$ cat config.mk
export PLATFORM = sky130hd
export DESIGN_NAME = hdu_isqrt
export DESIGN_NICKNAME = d
export VERILOG_FILES = /design/src/sv/hdu_pkg.sv /design/src/sv/hdu_isqrt.sv
export SDC_FILE = /design/constraint.sdc
export NUM_CORES = 2
export LEC_CHECK = 0
export BUFFER_PORTS_ARGS = -buffer_cell sky130_fd_sc_hd__buf_2
export CORE_ASPECT_RATIO = 0.75
export CORE_UTILIZATION = 40
export CTS_CLUSTER_SIZE = 12
export DETAILED_ROUTE_END_ITERATION = 12
export GPL_ROUTABILITY_DRIVEN = 1
export PLACE_DENSITY_LB_ADDON = 0.15
export SLEW_MARGIN = 30
export SYNTH_ARGS = -nofsm -noshare
export SYNTH_HDL_FRONTEND = slang
export SYNTH_SLANG_ARGS = --single-unit
$ cat constraint.sdc
create_clock -name clk -period 3.94 [get_ports clk]
set_input_delay 0.788 -clock clk [delete_from_list [all_inputs] [get_ports clk]]
set_output_delay 0.788 -clock clk [all_outputs]
set_load 0.05 [all_outputs]
$ cat src/sv/hdu_pkg.sv
// Shared constants, types and helper functions of the haversine distance unit.
`timescale 1ns / 1ps

package hdu_pkg;

    localparam int ANGLE_FRAC_BITS_DEF = 24;
    localparam int CORDIC_ITERS = 30;
    localparam int Q30_W = 31;
    localparam logic [30:0] Q30_ONE = 31'h4000_0000;
    localparam logic [31:0] CORDIC_GAIN_Q30 = 32'h26DD_3B6A;
    localparam logic [24:0] DEG2RAD_Q30 = 25'd18740330;
    localparam logic [30:0] HALF_PI_Q30 = 31'd1686629713;
    localparam logic [12:0] TWICE_RADIUS_MILES = 13'd7922;
    localparam logic [29:0] DIST_MAX = 30'd815595520;

    typedef struct packed {
        logic [30:0] sin_mag;
        logic [30:0] cos_mag;
        logic        cos_neg;
    } trig_t;

    function automatic logic [31:0] atan_q30(input int i);
        logic [31:0] a;
        case (i)
            0: a = 32'h3243F6A8;
            1: a = 32'h1DAC6705;
            2: a = 32'h0FADBAFC;
            3: a = 32'h07F56EA6;
            4: a = 32'h03FEAB76;
            5: a = 32'h01FFD55B;
            6: a = 32'h00FFFAAA;
            7: a = 32'h007FFF55;
            8: a = 32'h003FFFEA;
            9: a = 32'h001FFFFD;
            10: a = 32'h000FFFFF;
            11: a = 32'h0007FFFF;
            12: a = 32'h0003FFFF;
            13: a = 32'h0001FFFF;
            14: a = 32'h0000FFFF;
            15: a = 32'h00007FFF;
            16: a = 32'h00003FFF;
            17: a = 32'h00001FFF;
            18: a = 32'h00000FFF;
            19: a = 32'h000007FF;
            20: a = 32'h000003FF;
            21: a = 32'h000001FF;
            22: a = 32'h000000FF;
            23: a = 32'h0000007F;
            24: a = 32'h0000003F;
            25: a = 32'h0000001F;
            26: a = 32'h0000000F;
            27: a = 32'h00000008;
            28: a = 32'h00000004;
            29: a = 32'h00000002;
            default: a = 32'h0;
        endcase
        return a;
    endfunction

    // Clamps a signed CORDIC coordinate to [0, 1.0] in Q30.
    function automatic logic [30:0] clamp_q30(input logic signed [32:0] v);
        logic [30:0] c;
        if (v < 0)
        begin
            c = '0;
        end
        else if (v > $signed({2'b00, Q30_ONE}))
        begin
            c = Q30_ONE;
        end
        else
        begin
            c = v[30:0];
        end
        return c;
    endfunction

endpackage

$ cat src/sv/hdu_isqrt.sv
// Pipelined exact integer square root, one result bit per stage.
`timescale 1ns / 1ps

module hdu_isqrt
    import hdu_pkg::*;
#(
    parameter int IN_W = 61
)
(
    input  logic                      clk,
    input  logic [IN_W-1:0]           radicand,
    output logic [(IN_W+1)/2-1:0]     root
);

    localparam int OUT_W = (IN_W + 1) / 2;
    localparam int SW    = IN_W + 2;

    logic [IN_W-1:0] n_reg [OUT_W];
    logic [IN_W:0]   r_reg [OUT_W];

    for (genvar s = 0; s < OUT_W; s++)
    begin : g_bit
        localparam logic [SW-1:0] B = SW'(1) << (2 * (OUT_W - 1 - s));
        logic [IN_W-1:0] ni;
        logic [IN_W:0]   ri;
        logic [SW-1:0]   trial;
        if (s == 0)
        begin : g_first
            assign ni = radicand;
            assign ri = '0;
        end
        else
        begin : g_next
            assign ni = n_reg[s-1];
            assign ri = r_reg[s-1];
        end
        assign trial = SW'(ri) + B;
        always_ff @(posedge clk)
        begin
            if (SW'(ni) >= trial)
            begin
                n_reg[s] <= IN_W'(SW'(ni) - trial);
                r_reg[s] <= (IN_W+1)'((SW'(ri) >> 1) + B);
            end
            else
            begin
                n_reg[s] <= ni;
                r_reg[s] <= ri >> 1;
            end
        end
    end

    assign root = r_reg[OUT_W-1][OUT_W-1:0];

endmodule

==> impl_metrics.yaml <==
run_status:
  status: "finished clean"
yosys:
  synth_area_mm2: 0.0878
  synthFlopType: "dfxtp_1"
  synth_edf_count: 0
  ys_ff_latch: 2326
  synth_nets: 9426
  ys_types: 92
  yosysSeqAreaShare_pct: 53.0
  netlist_instances: 8841
  synth_warnings: 0
  async_flop_share_pct: 0
  syn_avg_cell_area_um2: 9.93
die:
  die_x_um: 543
  pin_count: 93
  fp.dieH_um: 408
  core-area_mm2: 0.218
  start_util_pct: 40.4
  num_rows: 148
  die_area_mm2: 0.221
power:
  p_comb_share_pct: 27.7
  power_density_mw_per_mm2: 766
  power_switching_w: 0.0269
  power_frac_seq_pct: 45.0
  irDropWorstVdd_mv: 0.427
  p_leak_nw: 45.2
  clock_power_share_pct: 27.3
  sw_frac_of_total_pct: 34.9
  finalPower_w: 0.0770
  intPower_w: 0.0501
clock_tree:
  tritoncts: "built"
  worstSkewPairLatency_ns: 0.96
  clock_sinks: 2326
  cts-root-buf: "clkbuf_16"
  cts_buffers: 238
  htreeDepth: 4
  clk_pin_slew_ns: 0.06
  clk_path_buf_depth: 4
place:
  dp_hpwl_mm: 202
  place_inst: 11900
  io_buffers: 92
  placed_area_mm2: 0.0928
  globalplace.congestion: 0.957
critical_path:
  r2r-start: "n_reg[1][644]"
  crit_start: "n_reg[1][644]"
  endpoint: "n_reg[1][714]"
  r2r-end: "n_reg[1][714]"
  end_kind: "flip-flop"
  critPathKind: "flip-flop to flip-flop"
  worstSetupStartpointType: "flip-flop"
  r2r_setup_slack_ns: 0.07
  cp.required_ns: 4.73
  worstRegToRegCells: 12
  cp_max_fo: 28
  arrival_ns: 4.66
final_layout:
  drive_gt1_share_pct: 7.92
  final_cell_mix: "dfxtp_1, inv_1, nand2_1"
  largest_reg_flops: 1830
  area_delta_synth_final_pct: 14.6
  regArea_mm2: 0.0466
  final_area_mm2: 0.101
  final_nets: 9825
  final_common_cell: "dfxtp_1"
  multi_input_area_mm2: 0.0383
  nFillCells: 20500
  fin_cells: 12300
timing:
  slew_headroom_pct: 38.6
  finalClockSkew_ns: 0.104
  maxSlewViolCount: 0
  fin_hold_ws_ns: 0.329
  worst_pin_slew_ns: 0.912
  hold_violations: 0
  fmax_mhz: 258
  fin_crit_ns: 3.87
  setup_violations: 0
  rsz0062_at_grt: "true"
  post-route-period-util_pct: 98.2
global_route:
  grt_max_degree: 57
  overflow: 0
  met3_usage_pct: 6.57
  use_met2_pct: 28.0
  grt_antenna_before_repair: 22
  grt_busiest_layer: "met1"
  grt_pass1_wl_mm: 381
  grt_pass1_vias: 61600
  track_usage_pct: 22.4
  grt_use_met1_pct: 36.7
drt:
  route.detailed.drc: 0
  dr.first_iter.drc_count: 5748
  vias: 64400
  drt-vias-per-instance: 5.24
  detail-route-antenna-nets: 0
  wl_mm: 253
  routedWlPerCell_um: 20.6
  drtPass1Iterations: 6
min_path:
  hold_path_class: "flip-flop to flip-flop"
job:
  max-cap-violations: 0
[what timing repair did]
| action | CTS | global route |
|---|---|---|
| pin swaps | 0 | 5 |
| hold buffers | 61 | 0 |
| setup buffers | 0 | 1 |
| hold endpoints to repair | 61 | 0 |
| gates resized for setup | 1 | 14 |
| endpoints found under the setup margin | 1 | 27 |
[final cells by class]
class,instances,area share (%)
inverter,650,2.43
timing repair buffer,334,2.54
clock inverter,43,0.624
tap,2925,3.64
antenna,8,0.0199
multi-input combinational,5690,38.1
sequential,2326,46.3
clock buffer,304,6.40
[worst min-delay path by stage]
stage | start | to | slack (ns) | depth (start not counted)
after global placement | r_reg[28][4] | r_reg[29][3] | 0.33 | 0
final | n_reg[1][126] | n_reg[1][187] | 0.33 | 0
after global routing | r_reg[20][24] | r_reg[21][23] | 0.34 | 0
after floorplan | n_reg[1][488] | n_reg[1][549] | 0.32 | 0
after CTS | r_reg[20][24] | r_reg[21][23] | 0.32 | 0
after detailed placement | n_reg[0][24] | n_reg[0][85] | 0.33 | 0
[power by group through the flow]
stage,sequential (W),combinational [W],clock [W]
5_1_grt,0.0351,0.0236,0.0226
6_report,0.0346,0.0214,0.0210
3_3_place_gp,0.0350,0.0206,0
3_5_place_dp,0.0349,0.0208,0
4_1_cts,0.0345,0.0211,0.0216
2_1_floorplan,0.0322,0.0151,0
[metal layers]
layer	up-vias	routed length (um)	share of wire, %
met4	6	3830	1.5
met1	30500	136000	54
met5	-	34	0.013
met3	268	24000	9.5
li1	31500	-	-
met2	2076	89100	35
[cell families (layout without fill, tap and decap cells)]
kind of cell	Yosys count	count (layout)	share of synthesized area, %
mux	73	73	0.916
simple gates	2610	2610	15.3
flops	2326	2326	53.0
buf+inv	825	1331	3.55
xor+xnor	790	790	7.88
fa+ha+maj	523	523	7.45
compound gates	1693	1693	11.9
other cells	1	9	0.00427
[synthesized netlist by cell type, drive strengths merged, types with 13 or more instances]
cell / instances / area [um2]
a21o: 167 / 1250
nand2b: 96 / 601
nor2b: 62 / 388
or4: 60 / 450
o41ai: 14 / 123
and3: 41 / 257
o211ai: 31 / 233
and4: 26 / 228
nand4: 133 / 832
nand3b: 31 / 233
and2: 26 / 163
o21bai: 55 / 413
nand3: 160 / 801
nand2: 603 / 2260
o21a: 82 / 616
a21boi: 19 / 143
nor3b: 14 / 115
o21ai: 434 / 2170
inv: 648 / 2430
nand4b: 23 / 201
mux2: 59 / 664
a211oi: 40 / 300
xnor2: 418 / 3660
nor2: 598 / 2240
a2111oi: 14 / 141
nor3: 218 / 1100
buf: 20 / 92.6
o22ai: 13 / 81.3
dfxtp: 2326 / 46600
nor4b: 48 / 420
o31ai: 38 / 285
a21oi: 577 / 2890
ha: 523 / 6540
clkbuf: 155 / 582
or3: 93 / 592
o31a: 15 / 131
xor2: 372 / 3260
mux2i: 14 / 140
a211o: 14 / 123
nor4: 306 / 1960
a31oi: 53 / 338
or2: 37 / 231
[per-stage QoR]
step | utilization [%] | setup WS [ns] | setup TNS (ns)
global route | 46.2 | -0.103 | -0.386
floorplan | - | 0.514 | 0
CTS | 46.2 | 0.0213 | 0
detailed placement | 42.7 | -0.0157 | -0.0157
global placement | 42.6 | -0.0513 | -0.0513
finish | 46.2 | 0.0709 | 0
[critical path, stage by stage, from the launching register on]
cell and delay (ns):
dfxtp_1 0.37, ha_1 0.51, nand4b_1 0.19, nor4_1 0.61
nand4_1 0.17, or4_1 0.58, nand3_1 0.16, nor3_2 0.07
buf_4 0.24, clkinv_1 0.10, nand2_1 0.26, nor4b_2 0.37
xor2_1 0.16
Power figures use the tool's default switching activity.
